==> config.mk <==
export PLATFORM = sky130hd
export DESIGN_NAME = rf_remote_edge_decoder
export DESIGN_NICKNAME = d
export VERILOG_FILES = /design/src/rtl/rfed_pkg.sv /design/src/rtl/rfed_cfg.sv /design/src/rtl/rfed_core.sv /design/src/rtl/rf_remote_edge_decoder.sv
export SDC_FILE = /design/constraint.sdc
export NUM_CORES = 1
export LEC_CHECK = 0
export BUFFER_PORTS_ARGS = -buffer_cell sky130_fd_sc_hd__buf_2
export CAP_MARGIN = 15
export CORE_ASPECT_RATIO = 0.9
export CORE_MARGIN = 2
export CORE_UTILIZATION = 35
export DETAILED_ROUTE_END_ITERATION = 16
export SLEW_MARGIN = 10
export SYNTH_ARGS = -nofsm -noshare
export SYNTH_HDL_FRONTEND = slang
export SYNTH_SLANG_ARGS = --single-unit
==> constraint.sdc <==
create_clock -name clk -period 3.05 [get_ports clk]
set_clock_uncertainty 0.1 [all_clocks]
set_input_delay 0.4575 -clock clk [delete_from_list [all_inputs] [get_ports clk]]
set_output_delay 0.4575 -clock clk [all_outputs]
set_load 0.01 [all_outputs]
==> src/rtl/rfed_pkg.sv <==
// rfed_pkg: types, timing windows and register map of the remote edge decoder
// no dependencies; imported by every module under rtl
`timescale 1ns / 1ps

package rfed_pkg;

    // field widths
    localparam int TIME_W = 16;
    localparam int CODE_W = 32;
    localparam int CNT_W  = 6;
    localparam int IDX_W  = 5;

    // stream and register port widths
    localparam int IN_TDATA_W = 24;
    localparam int APB_ADDR_W = 3;
    localparam int APB_DATA_W = 32;

    // pulse windows in 10 us ticks
    localparam logic [TIME_W-1:0] HDR_MARK_MIN = 16'd40;
    localparam logic [TIME_W-1:0] HDR_SPACE_LO = 16'd930;
    localparam logic [TIME_W-1:0] HDR_SPACE_HI = 16'd1550;
    localparam logic [TIME_W-1:0] BIT_SPACE_LO = 16'd20;
    localparam logic [TIME_W-1:0] BIT_SPACE_HI = 16'd180;
    localparam logic [TIME_W-1:0] ONE_LIMIT    = 16'd80;

    // bit counter limits
    localparam logic [CNT_W-1:0] CNT_MAX = 6'd63;

    // register map, indexed by paddr[2]
    localparam logic REG_FRAME_BITS = 1'b0;
    localparam logic [CNT_W-1:0] FRAME_BITS_RST = 6'd24;

    // receive phases
    typedef enum logic [1:0] {
        PH_WAIT_MARK   = 2'd0,
        PH_WAIT_HSPACE = 2'd1,
        PH_WAIT_FIRST  = 2'd2,
        PH_DATA        = 2'd3
    } phase_t;

    // one result word
    typedef struct packed {
        logic              frame_done;
        logic [CODE_W-1:0] code;
    } result_t;

endpackage

==> src/rtl/rfed_cfg.sv <==
// rfed_cfg: APB register file holding the frame length
// depends on rfed_pkg
`timescale 1ns / 1ps

module rfed_cfg (
    input  logic                             clk,
    input  logic                             rst_n,
    input  logic                             psel,
    input  logic                             penable,
    input  logic                             pwrite,
    input  logic [rfed_pkg::APB_ADDR_W-1:0]  paddr,
    input  logic [rfed_pkg::APB_DATA_W-1:0]  pwdata,
    output logic [rfed_pkg::APB_DATA_W-1:0]  prdata,
    output logic                             pready,
    output logic [rfed_pkg::CNT_W-1:0]       frame_bits
);
    import rfed_pkg::*;

    logic [CNT_W-1:0] frame_bits_reg;
    logic [CNT_W-1:0] frame_bits_next;
    logic             wr_en;

    assign pready = 1'b1;
    assign wr_en  = psel && penable && pwrite && pready;

    // register write decode
    always_comb
    begin
        frame_bits_next = frame_bits_reg;
        if (wr_en && (paddr[2] == REG_FRAME_BITS))
        begin
            frame_bits_next = pwdata[CNT_W-1:0];
        end
    end

    always_ff @(posedge clk or negedge rst_n)
    begin
        if (!rst_n)
        begin
            frame_bits_reg <= FRAME_BITS_RST;
        end
        else
        begin
            frame_bits_reg <= frame_bits_next;
        end
    end

    // read mux
    always_comb
    begin
        prdata = '0;
        if (paddr[2] == REG_FRAME_BITS)
        begin
            prdata = {{(APB_DATA_W-CNT_W){1'b0}}, frame_bits_reg};
        end
    end

    assign frame_bits = frame_bits_reg;

endmodule

==> src/rtl/rfed_core.sv <==
// rfed_core: pulse width state machine, bit counter and shift word
// depends on rfed_pkg
`timescale 1ns / 1ps

module rfed_core (
    input  logic                         clk,
    input  logic                         rst_n,
    input  logic                         step_en,
    input  logic                         pin_level,
    input  logic [rfed_pkg::TIME_W-1:0]  edge_time,
    input  logic [rfed_pkg::CNT_W-1:0]   frame_bits,
    output rfed_pkg::result_t            result
);
    import rfed_pkg::*;

    phase_t             phase_reg;
    phase_t             phase_next;
    logic [TIME_W-1:0]  last_time_reg;
    logic [CODE_W-1:0]  shift_reg;
    logic [CODE_W-1:0]  shift_next;
    logic [CNT_W-1:0]   bits_reg;
    logic [CNT_W-1:0]   bits_next;

    logic [TIME_W-1:0]  dur;
    logic               mark_ok;
    logic               hspace_ok;
    logic               bit_ok;
    logic               bit_one;
    logic [CNT_W-1:0]   bits_inc;
    logic [CODE_W-1:0]  shift_set;
    logic               frame_full;

    // duration since previous edge, wraps mod 2^16
    assign dur       = edge_time - last_time_reg;
    assign mark_ok   = dur > HDR_MARK_MIN;
    assign hspace_ok = (dur >= HDR_SPACE_LO) && (dur <= HDR_SPACE_HI);
    assign bit_ok    = (dur >= BIT_SPACE_LO) && (dur <= BIT_SPACE_HI);
    assign bit_one   = dur < ONE_LIMIT;

    // saturating bit count, bits past 31 are dropped from the word
    assign bits_inc   = (bits_reg == CNT_MAX) ? CNT_MAX : bits_reg + 6'd1;
    assign shift_set  = (bit_one && !bits_reg[CNT_W-1])
                        ? (shift_reg | (CODE_W'(1) << bits_reg[IDX_W-1:0]))
                        : shift_reg;
    assign frame_full = bits_inc >= frame_bits;

    // next phase
    always_comb
    begin
        phase_next = phase_reg;
        if (!pin_level)
        begin
            unique case (phase_reg)
                PH_WAIT_MARK:   phase_next = mark_ok ? PH_WAIT_HSPACE : PH_WAIT_MARK;
                PH_WAIT_HSPACE: phase_next = PH_WAIT_MARK;
                PH_WAIT_FIRST:  phase_next = PH_DATA;
                PH_DATA:        phase_next = PH_DATA;
                default:        phase_next = PH_WAIT_MARK;
            endcase
        end
        else
        begin
            unique case (phase_reg)
                PH_WAIT_HSPACE: phase_next = hspace_ok ? PH_WAIT_FIRST : PH_WAIT_MARK;
                PH_DATA:        phase_next = (bit_ok && !frame_full) ? PH_DATA : PH_WAIT_MARK;
                default:        phase_next = PH_WAIT_MARK;
            endcase
        end
    end

    // datapath and result
    always_comb
    begin
        shift_next        = shift_reg;
        bits_next         = bits_reg;
        result.frame_done = 1'b0;
        result.code       = '0;
        if (!pin_level && (phase_reg == PH_WAIT_FIRST))
        begin
            shift_next = '0;
            bits_next  = '0;
        end
        else if (pin_level && (phase_reg == PH_DATA) && bit_ok)
        begin
            shift_next = shift_set;
            bits_next  = bits_inc;
            if (frame_full)
            begin
                result.frame_done = 1'b1;
                result.code       = shift_set;
            end
        end
    end

    always_ff @(posedge clk or negedge rst_n)
    begin
        if (!rst_n)
        begin
            phase_reg     <= PH_WAIT_MARK;
            last_time_reg <= '0;
            shift_reg     <= '0;
            bits_reg      <= '0;
        end
        else if (step_en)
        begin
            phase_reg     <= phase_next;
            last_time_reg <= edge_time;
            shift_reg     <= shift_next;
            bits_reg      <= bits_next;
        end
    end

`ifndef NO_ASSERTIONS
    // a completed frame always restarts the search for a header
    a_done_restarts: assert property (@(posedge clk) disable iff (!rst_n)
        step_en && result.frame_done |=> phase_reg == PH_WAIT_MARK)
        else $error("frame done did not return to header search");

    // the first data mark clears the collected bits
    a_first_clears: assert property (@(posedge clk) disable iff (!rst_n)
        step_en && !pin_level && (phase_reg == PH_WAIT_FIRST)
        |=> (bits_reg == '0) && (shift_reg == '0) && (phase_reg == PH_DATA))
        else $error("first data mark did not clear the shift word");

    // every accepted edge becomes the new time reference
    a_time_tracks: assert property (@(posedge clk) disable iff (!rst_n)
        step_en |=> last_time_reg == $past(edge_time))
        else $error("edge time reference not updated");

    // the code is zero unless the frame is done
    a_code_zero: assert property (@(posedge clk) disable iff (!rst_n)
        !result.frame_done |-> result.code == '0)
        else $error("code nonzero without frame done");
`endif

endmodule

==> src/rtl/rf_remote_edge_decoder.sv <==
// rf_remote_edge_decoder: stream wrapper with input and result registers
// depends on rfed_pkg, rfed_cfg, rfed_core
// result path: edge word into the input register, then its result word into the result register
// throughput: one edge word per cycle when not stalled; state loop: one compare-and-update step
// while a result word waits at the output, at most one more input word is taken; s_tready drops
// reset: rst_n asynchronous active low; phase to header search, time, bits
//   and code cleared, frame length back to 24
`timescale 1ns / 1ps

module rf_remote_edge_decoder (
    input  logic                                clk,
    input  logic                                rst_n,
    // edge stream
    input  logic                                s_tvalid,
    output logic                                s_tready,
    input  logic [rfed_pkg::IN_TDATA_W-1:0]     s_tdata,   // pin_level [0], edge_time [16:1], zero
    // result stream
    output logic                                m_tvalid,
    input  logic                                m_tready,
    output logic [rfed_pkg::CODE_W-1:0]         m_tdata,   // code [31:0]
    output logic                                m_tlast,   // frame_done
    // register port
    input  logic                                psel,
    input  logic                                penable,
    input  logic                                pwrite,
    input  logic [rfed_pkg::APB_ADDR_W-1:0]     paddr,
    input  logic [rfed_pkg::APB_DATA_W-1:0]     pwdata,
    output logic [rfed_pkg::APB_DATA_W-1:0]     prdata,
    output logic                                pready
);
    import rfed_pkg::*;

    logic               in_valid_reg;
    logic               in_level_reg;
    logic [TIME_W-1:0]  in_time_reg;
    logic               out_valid_reg;
    result_t            out_reg;
    result_t            core_res;
    logic [CNT_W-1:0]   frame_bits;
    logic               advance;
    logic               in_accept;

    // pipeline moves when the result slot is free or being drained
    assign advance   = !out_valid_reg || m_tready;
    assign s_tready  = !in_valid_reg || advance;
    assign in_accept = s_tvalid && s_tready;

    rfed_cfg u_cfg (
        .clk        (clk),
        .rst_n      (rst_n),
        .psel       (psel),
        .penable    (penable),
        .pwrite     (pwrite),
        .paddr      (paddr),
        .pwdata     (pwdata),
        .prdata     (prdata),
        .pready     (pready),
        .frame_bits (frame_bits)
    );

    rfed_core u_core (
        .clk        (clk),
        .rst_n      (rst_n),
        .step_en    (in_valid_reg && advance),
        .pin_level  (in_level_reg),
        .edge_time  (in_time_reg),
        .frame_bits (frame_bits),
        .result     (core_res)
    );

    // input register valid
    always_ff @(posedge clk or negedge rst_n)
    begin
        if (!rst_n)
        begin
            in_valid_reg <= 1'b0;
        end
        else if (s_tready)
        begin
            in_valid_reg <= s_tvalid;
        end
    end

    // input register payload
    always_ff @(posedge clk)
    begin
        if (in_accept)
        begin
            in_level_reg <= s_tdata[0];
            in_time_reg  <= s_tdata[TIME_W:1];
        end
    end

    // result register valid
    always_ff @(posedge clk or negedge rst_n)
    begin
        if (!rst_n)
        begin
            out_valid_reg <= 1'b0;
        end
        else if (advance)
        begin
            out_valid_reg <= in_valid_reg;
        end
    end

    // result register payload
    always_ff @(posedge clk)
    begin
        if (advance && in_valid_reg)
        begin
            out_reg <= core_res;
        end
    end

    assign m_tvalid = out_valid_reg;
    assign m_tdata  = out_reg.code;
    assign m_tlast  = out_reg.frame_done;

`ifndef NO_ASSERTIONS
    // a waiting result is not overwritten by the next edge
    a_hold_result: assert property (@(posedge clk) disable iff (!rst_n)
        out_valid_reg && !m_tready |=> out_valid_reg && $stable(out_reg))
        else $error("pending result overwritten");

    // an accepted edge word reaches the core on the next cycle
    a_in_loaded: assert property (@(posedge clk) disable iff (!rst_n)
        in_accept |=> in_valid_reg && (in_time_reg == $past(s_tdata[TIME_W:1])))
        else $error("accepted edge word not loaded");

    // a held edge word moves to the result register once the output drains
    a_flow: assert property (@(posedge clk) disable iff (!rst_n)
        in_valid_reg && advance |=> out_valid_reg)
        else $error("edge word lost between stages");
`endif

endmodule

==> load_flow_metrics.sql, run 1 <==
INSERT INTO impl_metrics (metric_group, metric, value, unit) VALUES
('global_routing', 'grt_remaining_overflow', '0', ''),
('route', 'detailedRoute.firstPassIterationCount', '5', ''),
('cells_and_area', 'post-route-util', '48.5', '%'),
('sta', 'relSlewSlack', '47.4', '%'),
('min_path', 'min-delay-path-class', 'input port to register', ''),
('critical_path', 'crit_required', '3.31', 'ns'),
('synthesis', 'share_of_synthesized_flip_flops_with_an_asynchronous_set_or_reset', '56.1', '%'),
('route', 'via_count', '5336', ''),
('critical_path', 'worst_path_largest_cell_delay', '0.41', 'ns'),
('sta', 'achievable_freq', '313', 'MHz'),
('critical_path', 'cp_cell_sequence', 'inv_2, ha_4, inv_2, fa_2, a21oi_4, o21ai_4, a21boi_2, xor2_1, o2111ai_1, and4b_4, buf_12, buf_12, buf_6, and3_4, a22o_1', ''),
('critical_path', 'critical-path-slowest-cell', 'sky130_fd_sc_hd__fa_2', ''),
('synthesis', 'syn_avg_cell_area', '10.2', 'µm²'),
('status', 'outcome', 'complete, but fails checks', ''),
('synthesis', 'synth-seq-cells', '114', ''),
('floorplanning', 'die_area', '19400', 'µm²'),
('power_and_ir_drop', 'total_leakage_power', '0.00364', 'µW'),
('synthesis', 'ys_seq_area_share', '48.6', '%'),
('place', 'io_buffers', '71', ''),
('place', 'globalplace.congestion', '0.857', ''),
('global_routing', 'first_global_vias', '5120', ''),
('cts', 'cts_num_sinks', '114', ''),
('status', 'violations', 'negative setup slack', ''),
('cells_and_area', 'multi_input_area', '3380', 'µm²'),
('floorplanning', 'effective_utilization_at_floorplan', '36.0', '%'),
('critical_path', 'worst_setup_ep_type', 'register', ''),
('global_routing', 'grt_max_degree', '65', ''),
('cts', 'number_of_buffers_created_by_cts', '17', ''),
('critical_path', 'worst-endpoint-arrival', '3.45', 'ns'),
('cts', 'cts-htree-levels', '4', ''),
('route', 'drt-total-wl', '15900', 'µm'),
('critical_path', 'startpoint_type', 'register', ''),
('synthesis', 'netlist-cell-type-count', '74', ''),
('place', 'placedInstanceArea', '7320', 'µm²'),
('cts', 'ctsLongestPathBuffers', '2', ''),
('cells_and_area', 'stdcell_area', '8620', 'µm²'),
('cells_and_area', 'fraction_of_final_layout_cells_sized_beyond_drive_strength_1', '36.1', '%'),
('cells_and_area', 'diodes_inserted', '0', ''),
('route', 'vias_per_cell', '5.22', ''),
('place', 'detailedPlace.worstSlack', '-0.223', 'ns'),
('floorplanning', 'fp.dieW', '146', 'µm'),
('route', 'post_drt_wl_per_cell', '15.5', 'µm'),
('sta', 'final_hold_slack', '0.104', 'ns'),
('cts', 'clockRootBuffer', 'sky130_fd_sc_hd__clkbuf_16', ''),
('route', 'antenna_violating_nets_post_route', '0', ''),
('sta', 'hold_viol_final', '0', ''),
('floorplanning', 'design.core.area', '17800', 'µm²'),
('synthesis', 'synth_top_flop_cell', 'sky130_fd_sc_hd__dfrtp_1', ''),
('route', 'drt_first_iter_violations', '478', ''),
('sta', 'grt_setup_unrepaired', 'true', ''),
('sta', 'worst_slack', '-0.144', 'ns'),
('floorplanning', 'die_h', '132', 'µm'),
('synthesis', 'synth_enable_flop_cells', '50', ''),
('sta', 'final_min_period_over_clock_period', '105', '%'),
('job', 'timing.max_cap.violations', '0', ''),
('route', 'detail_route.drc_violations', '0', ''),
('synthesis', 'synthesized_instance_count', '629', ''),
('floorplanning', 'placementRows', '46', ''),
('global_routing', 'track_usage', '16.2', '%'),
('critical_path', 'cp_max_fo', '7', ''),
('sta', 'maxSlewViolCount', '0', ''),
('sta', 'tightestPinTransition', '0.789', 'ns'),
('global_routing', 'grt_pass1_wl', '25100', 'µm'),
('sta', 'min_period', '3.19', 'ns'),
('synthesis', 'synth.cell_area', '6400', 'µm²'),
('cells_and_area', 'fillers', '1610', ''),
('power_and_ir_drop', 'vdd_drop_max', '0.515', 'mV'),
('cells_and_area', 'sequential_cell_area', '3110', 'µm²'),
('cts', 'clk-insertion-delay-late', '0.42', 'ns'),
('power_and_ir_drop', 'power.density_cell_area', '596', 'nW/µm²'),
('cts', 'cts_tree', 'yes', ''),
('place', 'post-dp-hpwl', '10400', 'µm'),
('global_routing', 'antenna_violations_before_repair', '0', ''),
('synthesis', 'synth-warning-count', '0', ''),
('cells_and_area', 'area_delta_synth_final', '34.7', '%'),
('floorplanning', 'design.portCount', '134', ''),
('cts', 'path_clk_slew', '0.06', 'ns'),
('critical_path', 'worstSetupPathType', 'register to register', ''),
('cells_and_area', 'design.final.nets', '864', ''),
('sta', 'setup-violations-final', '58', '');
==> path summary, 6_finish.rpt <==
path                       slack (ns)                  from  cells after the start                 endpoint
max                             -0.14        in_time_reg[0]                     15      u_core.shift_reg[2]
min                              0.10           s_tdata[10]                      1           in_time_reg[9]
max reg2reg                     -0.14        in_time_reg[0]                     15      u_core.shift_reg[2]
min reg2reg                      0.39  u_core.shift_reg[28]                      2     u_core.shift_reg[28]
max in group asynchronous        2.05                 rst_n                      3     u_core.shift_reg[13]
min in group asynchronous        0.47                 rst_n                      3  u_core.last_time_reg[6]
==> per-stage QoR <==
stage	setup TNS [ns]	total power (µW)	std cells
6_report	-5.00	5130	1023
5_1_grt	-11.98	5390	1023
4_1_cts	-0.734	5020	1012
3_5_place_dp	-9.85	3090	972
3_3_place_gp	-6.60	3060	972
2_1_floorplan	0	2640	654
==> where the power goes <==
part	internal (µW)	switching (µW)
registers	1720	43.8
logic	676	867
clock network	1130	697
==> per-layer routing <==
metal | GRT usage (%) | up-vias | part of all wire (%)
met5 | 0 | - | 0
met1 | 21.1 | 2592 | 47
met3 | 4.05 | 21 | 5.3
met4 | 6.69 | 0 | 1.5
met2 | 25.8 | 180 | 47
li1 | - | 2543 | -
==> timing repair <==
item | 4_1_cts | 5_1_grt
setup endpoints to repair | 72 | 72
pin swaps | 13 | 40
hold endpoints to repair | 62 | 0
gates cloned | 2 | 3
hold buffers | 1 | 0
gates resized for setup | 36 | 80
setup buffers | 5 | 8
==> synth_stat cells (12+ instances only) <==
| library cell | number | area [µm²] |
|---|---|---|
| sky130_fd_sc_hd__nand2_1 | 79 | 297 |
| sky130_fd_sc_hd__dfrtp_1 | 62 | 1550 |
| sky130_fd_sc_hd__edfxtp_1 | 50 | 1500 |
| sky130_fd_sc_hd__inv_1 | 40 | 150 |
| sky130_fd_sc_hd__nor2_1 | 37 | 139 |
| sky130_fd_sc_hd__o21ai_0 | 33 | 165 |
| sky130_fd_sc_hd__buf_4 | 28 | 210 |
| sky130_fd_sc_hd__ha_1 | 27 | 338 |
| sky130_fd_sc_hd__a21oi_1 | 26 | 130 |
| sky130_fd_sc_hd__o21a_1 | 16 | 120 |
| sky130_fd_sc_hd__o31ai_1 | 16 | 120 |
| sky130_fd_sc_hd__nand3_1 | 15 | 75.1 |
| sky130_fd_sc_hd__nand4_1 | 13 | 81.3 |
| sky130_fd_sc_hd__nor4_1 | 13 | 81.3 |
| sky130_fd_sc_hd__clkbuf_1 | 12 | 45.0 |
==> critical path, delay by kind of cell (launching register included) <==
family,cells,cell delay (ns)
AO/OA/AOI/OAI,5,0.78
AND/OR/NAND/NOR,2,0.63
adder cells (fa/ha/maj),2,0.54
buffers and inverters,5,0.49
flip-flops,1,0.37
XOR/XNOR,1,0.21
==> layout by cell type, fill, tap and decap left out, drive strengths merged, types with 23 or more instances in the layout <==
cell type / instances
buf: 146
nand2: 79
dfrtp: 62
edfxtp: 50
inv: 41
nor2: 38
o21ai: 35
a21oi: 30
conb: 27
ha: 27
clkbuf: 23
==> cell type report <==
| class | instances | share of cell area, % |
|---|---|---|
| clock buffer | 21 | 5.23 |
| clock inverter | 11 | 1.05 |
| inverter | 41 | 1.93 |
| multi-input combinational | 446 | 39.3 |
| sequential | 114 | 36.0 |
| tap | 240 | 3.48 |
| timing repair buffer | 149 | 12.9 |
| timing repair inverter | 1 | 0.131 |
==> logic make-up after synthesis <==
family | share of synthesized area, %
flip-flops | 48.6
other | 0.117
multiplexers | 1.68
buffers and inverters | 7.88
AND/OR/NAND/NOR | 16.4
adder cells (fa/ha/maj) | 5.59
AO/OA/AOI/OAI | 17.9
XOR/XNOR | 1.92
Power figures use the tool's default switching activity.
==> inputs of run 2 (changes only) <==
--- a/config.mk
+++ b/config.mk
@@ -8,9 +8,9 @@
 export BUFFER_PORTS_ARGS = -buffer_cell sky130_fd_sc_hd__buf_2
 export CAP_MARGIN = 15
 export CORE_ASPECT_RATIO = 0.9
-export CORE_MARGIN = 2
 export CORE_UTILIZATION = 35
 export DETAILED_ROUTE_END_ITERATION = 16
+export MAX_ROUTING_LAYER = met4
 export SLEW_MARGIN = 10
 export SYNTH_ARGS = -nofsm -noshare
 export SYNTH_HDL_FRONTEND = slang
==> run 2 against run 1 <==
  * Setup slack better by 0.072 ns
  * Register-to-register slack improved by 0.07 ns
  * Largest cell class unchanged
  * Core utilization rose by 0.71 points
  * Power is 0.98% higher
  * Clock power barely moved
  * Die area is 2.9% lower
  * Maximum frequency rose by 2.3%
  * The run still ends with negative setup slack left
==> load_flow_metrics.sql, run 2 (same netlist as run 1, synthesis figures left out) <==
INSERT INTO impl_metrics (metric_group, metric, value, unit) VALUES
('power_and_ir_drop', 'power.switching', '1620', 'µW'),
('power_and_ir_drop', 'power.density_cell_area', '595', 'nW/µm²'),
('cells_and_area', 'fraction_of_final_layout_cells_sized_beyond_drive_strength_1', '37.2', '%'),
('route', 'drt_first_iter_violations', '443', ''),
('sta', 'min_period', '3.12', 'ns'),
('global_routing', 'track_usage', '18.4', '%'),
('critical_path', 'crit_required', '3.22', 'ns'),
('cts', 'clockRootBuffer', 'sky130_fd_sc_hd__clkbuf_16', ''),
('cells_and_area', 'post-route-util', '49.2', '%'),
('sta', 'worst_slack', '-0.0720', 'ns'),
('route', 'vias_per_cell', '5.20', ''),
('floorplanning', 'fp.dieW', '144', 'µm'),
('cts', 'cts-htree-levels', '4', ''),
('global_routing', 'first_global_vias', '5168', ''),
('critical_path', 'startpoint', 'in_time_reg[1]', ''),
('cells_and_area', 'design.final.nets', '869', ''),
('cts', 'ctsLongestPathBuffers', '2', ''),
('cts', 'postCtsHoldBufs', '0', ''),
('global_routing', 'grt_max_degree', '65', ''),
('cells_and_area', 'fillers', '1638', ''),
('cells_and_area', 'final_cell_mix', 'sky130_fd_sc_hd__nand2_1 (77), sky130_fd_sc_hd__buf_2 (71), sky130_fd_sc_hd__buf_4 (66), sky130_fd_sc_hd__dfrtp_1 (62), sky130_fd_sc_hd__edfxtp_1 (50)', ''),
('power_and_ir_drop', 'vdd_drop_max', '0.482', 'mV'),
('power_and_ir_drop', 'internal_power', '3570', 'µW'),
('critical_path', 'startpoint_type', 'register', ''),
('floorplanning', 'die_area', '18800', 'µm²'),
('critical_path', 'timing.rr.end', 'm_tdata[6]', ''),
('critical_path', 'critical-path-slowest-cell', 'sky130_fd_sc_hd__edfxtp_1', ''),
('global_routing', 'grt_remaining_overflow', '0', ''),
('place', 'io_buffers', '71', ''),
('sta', 'tightestPinTransition', '0.789', 'ns'),
('power_and_ir_drop', 'pwr-share-seq', '34.1', '%'),
('cells_and_area', 'multi_input_area', '3470', 'µm²'),
('global_routing', 'antenna_violations_before_repair', '0', ''),
('cts', 'clk-insertion-delay-late', '0.41', 'ns'),
('cells_and_area', 'diodes_inserted', '0', ''),
('cells_and_area', 'sequential_cell_area', '3110', 'µm²'),
('cts', 'cts_num_sinks', '114', ''),
('cts', 'path_clk_slew', '0.05', 'ns'),
('cts', 'cts_tree', 'yes', ''),
('cts', 'number_of_buffers_created_by_cts', '17', ''),
('sta', 'final_hold_slack', '0.00721', 'ns'),
('critical_path', 'worst_path_largest_cell_delay', '0.42', 'ns'),
('critical_path', 'worstSetupPathType', 'register to register', ''),
('power_and_ir_drop', 'power_frac_clock', '35.0', '%'),
('sta', 'grt_setup_unrepaired', 'true', ''),
('critical_path', 'timing.critical_path.buf_inv', '4', ''),
('cells_and_area', 'area_delta_synth_final', '36.3', '%'),
('floorplanning', 'design.core.area', '17700', 'µm²'),
('global_routing', 'grt_pass1_wl', '25800', 'µm'),
('min_path', 'min-delay-path-class', 'input port to asynchronous set/reset pin', ''),
('critical_path', 'worst-endpoint-arrival', '3.29', 'ns'),
('floorplanning', 'effective_utilization_at_floorplan', '36.1', '%'),
('power_and_ir_drop', 'total_leakage_power', '0.00369', 'µW'),
('critical_path', 'rrSetupSlack', '-0.07', 'ns'),
('sta', 'setup-violations-final', '39', ''),
('place', 'placed_cells', '974', ''),
('route', 'antenna_violating_nets_post_route', '0', ''),
('sta', 'hold_viol_final', '0', ''),
('floorplanning', 'placementRows', '46', ''),
('route', 'drt-total-wl', '16500', 'µm'),
('sta', 'relSlewSlack', '47.2', '%'),
('status', 'violations', 'negative setup slack', ''),
('status', 'outcome', 'complete, but fails checks', ''),
('critical_path', 'r2r-start', 'in_time_reg[1]', ''),
('route', 'detail_route.drc_violations', '0', ''),
('sta', 'achievable_freq', '320', 'MHz'),
('cells_and_area', 'mostFrequentLayoutCell', 'sky130_fd_sc_hd__nand2_1', ''),
('power_and_ir_drop', 'switching_share', '31.2', '%'),
('critical_path', 'cp_cell_sequence', 'buf_4, fa_2, a21oi_4, o21ai_4, a21oi_2, xor2_1, o2111ai_2, and4b_4, buf_12, buf_12, buf_6, a41oi_2, nor2_1', ''),
('place', 'post-dp-hpwl', '10800', 'µm'),
('job', 'timing.max_cap.violations', '0', ''),
('floorplanning', 'design.portCount', '134', ''),
('cells_and_area', 'stdcell_count', '1028', ''),
('route', 'via_count', '5350', ''),
('critical_path', 'r2r_cells', '13', ''),
('critical_path', 'worst_setup_ep_type', 'register', ''),
('critical_path', 'critPathMostFrequentCell', 'sky130_fd_sc_hd__buf_12', ''),
('route', 'post_drt_wl_per_cell', '16.1', 'µm'),
('power_and_ir_drop', 'comb_power_share', '30.8', '%'),
('sta', 'maxSlewViolCount', '0', ''),
('route', 'detailedRoute.firstPassIterationCount', '4', ''),
('floorplanning', 'die_h', '130', 'µm'),
('critical_path', 'crit_family', 'compound AO/OA/AOI/OAI gates', ''),
('critical_path', 'setup.worst_path.end', 'm_tdata[6]', ''),
('place', 'globalplace.congestion', '0.870', ''),
('critical_path', 'cp_max_fo', '13', ''),
('critical_path', 'cp_num_cells', '13', ''),
('sta', 'final_min_period_over_clock_period', '102', '%');
==> run 2: cell types whose count changed in the layout (fill, tap and decap cells not counted), sizes merged <==
| cell | change |
|---|---|
| inv | -1 |
| clkinv | +1 |
| nand3 | +1 |
| buf | +5 |
| dlygate4sd3 | -1 |
==> run 2: worst min path at each step <==
stage / from / endpoint / cells past startpoint
2_1_floorplan: rst_n / in_valid_reg / 0
3_3_place_gp: u_core.shift_reg[4] / u_core.shift_reg[4] / 2
3_5_place_dp: u_core.shift_reg[5] / u_core.shift_reg[5] / 2
4_1_cts: rst_n / u_core.last_time_reg[6] / 1
5_1_grt: rst_n / u_core.last_time_reg[6] / 1
6_report: rst_n / u_core.last_time_reg[6] / 1
==> run 2: metrics by stage <==
| step | power [µW] | setup TNS [ns] | setup slack [ns] | area (µm²) |
|---|---|---|---|---|
| 6_report | 5180 | -1.54 | -0.0720 | 8720 |
| 5_1_grt | 5440 | -9.43 | -0.209 | 8720 |
| 4_1_cts | 5020 | -0.0208 | -0.0101 | 8160 |
| 3_5_place_dp | 3070 | -12.66 | -0.259 | 7310 |
| 3_3_place_gp | 3040 | -7.56 | -0.165 | 7310 |
| 2_1_floorplan | 2640 | 0 | 0.0317 | 6500 |
==> run 2: worst reg2reg max path, cell delays in order (launching register included) <==
cell	delay, ns
sky130_fd_sc_hd__edfxtp_1	0.42
sky130_fd_sc_hd__buf_4	0.17
sky130_fd_sc_hd__fa_2	0.41
sky130_fd_sc_hd__a21oi_4	0.21
sky130_fd_sc_hd__o21ai_4	0.10
sky130_fd_sc_hd__a21oi_2	0.16
sky130_fd_sc_hd__xor2_1	0.21
sky130_fd_sc_hd__o2111ai_2	0.15
sky130_fd_sc_hd__and4b_4	0.41
sky130_fd_sc_hd__buf_12	0.13
sky130_fd_sc_hd__buf_12	0.14
sky130_fd_sc_hd__buf_6	0.13
sky130_fd_sc_hd__a41oi_2	0.11
sky130_fd_sc_hd__nor2_1	0.14
==> run 2: power by group through the flow <==
stage          Combinational [µW]  Clock [µW]  Sequential [µW]
2_1_floorplan                 840           0             1800
3_3_place_gp                 1250           0             1790
3_5_place_dp                 1270           0             1800
4_1_cts                      1400        1860             1770
5_1_grt                      1730        1930             1780
6_report                     1600        1820             1770
==> run 2: area by class of cell <==
class | count | share of cell area (%)
clock inverter | 11 | 1.05
clock buffer | 21 | 5.17
sequential | 114 | 35.6
tap | 240 | 3.44
inverter | 41 | 1.91
timing repair buffer | 153 | 12.8
timing repair inverter | 1 | 0.187
multi-input combinational | 447 | 39.8
==> run 2: layer usage <==
layer	GRT usage, %	wire, µm	part of all wire (%)
met1	23.1	7590	46
met2	29.0	7960	48
met3	4.66	768	4.6
met4	5.76	225	1.4
met5	-	0	0
==> run 2: timing repair <==
action,CTS,global route
setup endpoints to repair,72,72
pin swaps,19,41
gates cloned,2,5
buffers inserted,9,8
gates resized for setup,50,81
==> inputs of run 3 (changes only) <==
--- a/config.mk
+++ b/config.mk
@@ -5,10 +5,12 @@
 export SDC_FILE = /design/constraint.sdc
 export NUM_CORES = 1
 export LEC_CHECK = 0
-export BUFFER_PORTS_ARGS = -buffer_cell sky130_fd_sc_hd__buf_2
+export BUFFER_PORTS_ARGS = -buffer_cell sky130_fd_sc_hd__buf_4
 export CAP_MARGIN = 15
 export CORE_ASPECT_RATIO = 0.9
 export CORE_UTILIZATION = 35
+export CTS_BUF_LIST = sky130_fd_sc_hd__clkbuf_4
+export CTS_CLUSTER_SIZE = 25
 export DETAILED_ROUTE_END_ITERATION = 16
 export MAX_ROUTING_LAYER = met4
 export SLEW_MARGIN = 10
==> run 3 against run 2 <==
  * The run still ends with negative setup slack left
  * Highest routed layer unchanged
  * Sequential power about the same
  * Wire length down 4.5%
  * Non-clock buffer count up 9
==> load_flow_metrics.sql, run 3 (same netlist as run 1, synthesis figures left out) <==
INSERT INTO impl_metrics (metric_group, metric, value, unit) VALUES
('status', 'outcome', 'complete, but fails checks', ''),
('status', 'violations', 'negative setup slack', ''),
('floorplanning', 'effective_utilization_at_floorplan', '36.1', '%'),
('global_routing', 'grt_max_degree', '65', ''),
('cells_and_area', 'area_delta_synth_final', '34.3', '%'),
('place', 'placedInstanceArea', '7500', 'µm²'),
('power_and_ir_drop', 'power.density_cell_area', '539', 'nW/µm²'),
('cells_and_area', 'post-route-util', '48.4', '%'),
('sta', 'achievable_freq', '321', 'MHz'),
('job', 'timing.max_cap.violations', '0', ''),
('cells_and_area', 'mostFrequentLayoutCell', 'sky130_fd_sc_hd__buf_4', ''),
('cells_and_area', 'design.final.nets', '877', ''),
('route', 'drt_first_iter_violations', '293', ''),
('sta', 'tightestPinTransition', '0.876', 'ns'),
('cts', 'cts_num_sinks', '114', ''),
('cts', 'cts_tree', 'yes', ''),
('critical_path', 'crit_required', '3.41', 'ns'),
('cells_and_area', 'multi_input_area', '3360', 'µm²'),
('cells_and_area', 'fraction_of_final_layout_cells_sized_beyond_drive_strength_1', '33.3', '%'),
('cts', 'number_of_buffers_created_by_cts', '17', ''),
('place', 'globalplace.congestion', '0.921', ''),
('sta', 'grt_setup_unrepaired', 'true', ''),
('power_and_ir_drop', 'total_leakage_power', '0.00359', 'µW'),
('route', 'drt-total-wl', '15800', 'µm'),
('place', 'post-dp-hpwl', '10600', 'µm'),
('sta', 'maxSlewViolCount', '0', ''),
('sta', 'setup-violations-final', '21', ''),
('cells_and_area', 'fillers', '1693', ''),
('floorplanning', 'die_h', '130', 'µm'),
('critical_path', 'startpoint_type', 'register', ''),
('cells_and_area', 'final_cell_mix', 'sky130_fd_sc_hd__buf_4 (135), sky130_fd_sc_hd__nand2_1 (76), sky130_fd_sc_hd__dfrtp_1 (62), sky130_fd_sc_hd__edfxtp_1 (50), sky130_fd_sc_hd__inv_1 (37)', ''),
('critical_path', 'setup.worst_path.end', 'u_core.shift_reg[8]', ''),
('global_routing', 'grt_remaining_overflow', '0', ''),
('route', 'detail_route.drc_violations', '0', ''),
('critical_path', 'cp_max_fo', '6', ''),
('cts', 'clockRootBuffer', 'sky130_fd_sc_hd__clkbuf_4', ''),
('global_routing', 'antenna_violations_before_repair', '1', ''),
('floorplanning', 'placementRows', '46', ''),
('floorplanning', 'design.portCount', '134', ''),
('route', 'vias_per_cell', '5.11', ''),
('cts', 'cts-htree-levels', '4', ''),
('floorplanning', 'fp.dieW', '144', 'µm'),
('route', 'via_count', '5301', ''),
('min_path', 'worstHoldStart', 'pwdata[0]', ''),
('cells_and_area', 'stdcell_area', '8590', 'µm²'),
('critical_path', 'worst_setup_ep_type', 'register', ''),
('cts', 'path_clk_slew', '0.10', 'ns'),
('power_and_ir_drop', 'vdd_drop_max', '0.413', 'mV'),
('global_routing', 'first_global_vias', '5125', ''),
('critical_path', 'rrSetupSlack', '-0.07', 'ns'),
('route', 'antenna_violating_nets_post_route', '0', ''),
('sta', 'final_min_period_over_clock_period', '102', '%'),
('sta', 'worst_slack', '-0.0653', 'ns'),
('critical_path', 'r2r-start', 'u_core.last_time_reg[1]', ''),
('sta', 'relSlewSlack', '41.6', '%'),
('cts', 'ctsLongestPathBuffers', '2', ''),
('global_routing', 'track_usage', '17.5', '%'),
('route', 'post_drt_wl_per_cell', '15.2', 'µm'),
('cts', 'clk-insertion-delay-late', '0.55', 'ns'),
('sta', 'hold_viol_final', '0', ''),
('cells_and_area', 'sequential_cell_area', '3110', 'µm²'),
('floorplanning', 'die_area', '18800', 'µm²'),
('sta', 'min_period', '3.12', 'ns'),
('critical_path', 'timing.rr.end', 'u_core.shift_reg[8]', ''),
('min_path', 'min-delay-path-class', 'input port to register', ''),
('route', 'detailedRoute.firstPassIterationCount', '7', ''),
('critical_path', 'r2r_cells', '12', ''),
('critical_path', 'worst-endpoint-arrival', '3.48', 'ns'),
('sta', 'final_hold_slack', '0.0484', 'ns'),
('global_routing', 'grt_pass1_wl', '24800', 'µm'),
('critical_path', 'worstSetupPathType', 'register to register', ''),
('critical_path', 'startpoint', 'u_core.last_time_reg[1]', ''),
('floorplanning', 'design.core.area', '17700', 'µm²'),
('place', 'io_buffers', '71', '');
==> run 3: cell types whose count changed in the layout (fill, tap and decap cells not counted), sizes merged <==
| cell | delta |
|---|---|
| inv | +2 |
| bufinv | +2 |
| clkbuf | -3 |
| buf | -8 |
| clkinvlp | +1 |
| diode | +1 |
| clkinv | -5 |
| dlygate4sd3 | +19 |
==> run 3: metal layers <==
metal	GRT usage (%)	routed length [µm]	vias to the layer above
met4	5.70	180	0
met1	22.3	7270	2576
met5	-	0	-
met2	27.3	7600	150
met3	4.37	752	12
li1	-	-	2563
==> run 3: area by class of cell <==
cell class,instances,area share [%]
clock buffer,20,1.75
multi-input combinational,447,39.2
sequential,114,36.2
timing repair buffer,162,15.7
clock inverter,12,1.85
inverter,41,1.88
antenna,1,0.0291
tap,240,3.50
==> run 3: per-stage QoR <==
stage / power (µW) / setup WS, ns / setup TNS [ns] / std cells
3_3_place_gp: 3080 / -0.172 / -7.12 / 974
6_report: 4630 / -0.0653 / -0.590 / 1037
3_5_place_dp: 3110 / -0.182 / -7.16 / 974
5_1_grt: 4880 / -0.190 / -6.71 / 1037
2_1_floorplan: 2640 / 0.0317 / 0 / 654
4_1_cts: 4470 / -0.00990 / -0.0171 / 1033
==> run 3: where the power goes <==
part	total, µW	leakage, µW	switching [µW]	internal (µW)
Clock	1210	0.000153	608	598
Combinational	1660	0.00212	898	759
Sequential	1770	0.00131	47.3	1720
==> run 3: critical path, stage by stage (launching register included) <==
cell                        delay (ns)
sky130_fd_sc_hd__dfrtp_1          0.37
sky130_fd_sc_hd__inv_1            0.12
sky130_fd_sc_hd__ha_1             0.25
sky130_fd_sc_hd__nor2b_2          0.16
sky130_fd_sc_hd__o2111ai_1        0.21
sky130_fd_sc_hd__buf_4            0.18
sky130_fd_sc_hd__a21oi_4          0.07
sky130_fd_sc_hd__or4_1            0.49
sky130_fd_sc_hd__nand2_2          0.11
sky130_fd_sc_hd__and4b_4          0.34
sky130_fd_sc_hd__buf_12           0.15
sky130_fd_sc_hd__nand4_1          0.24
sky130_fd_sc_hd__o21ai_1          0.22
==> run 3: repair_timing <==
action / 4_1_cts / 5_1_grt
buffers inserted: 7 / 3
pin swaps: 19 / 31
endpoints found under the setup margin: 70 / 72
resized for setup: 42 / 54
endpoints found under the hold margin: 80 / 0
hold buffers: 19 / 0
gates cloned: 1 / 1
==> run 3: worst min path at each step <==
stage	to	slack, ns	cells past startpoint
global route	u_cfg.frame_bits[5]	0.009	2
global placement	u_core.shift_reg[27]	0.36	2
floorplan	in_valid_reg	0.06	0
CTS	u_cfg.frame_bits[2]	0.01	2
detailed placement	u_core.shift_reg[4]	0.37	2
finish	u_cfg.frame_bits[0]	0.05	2
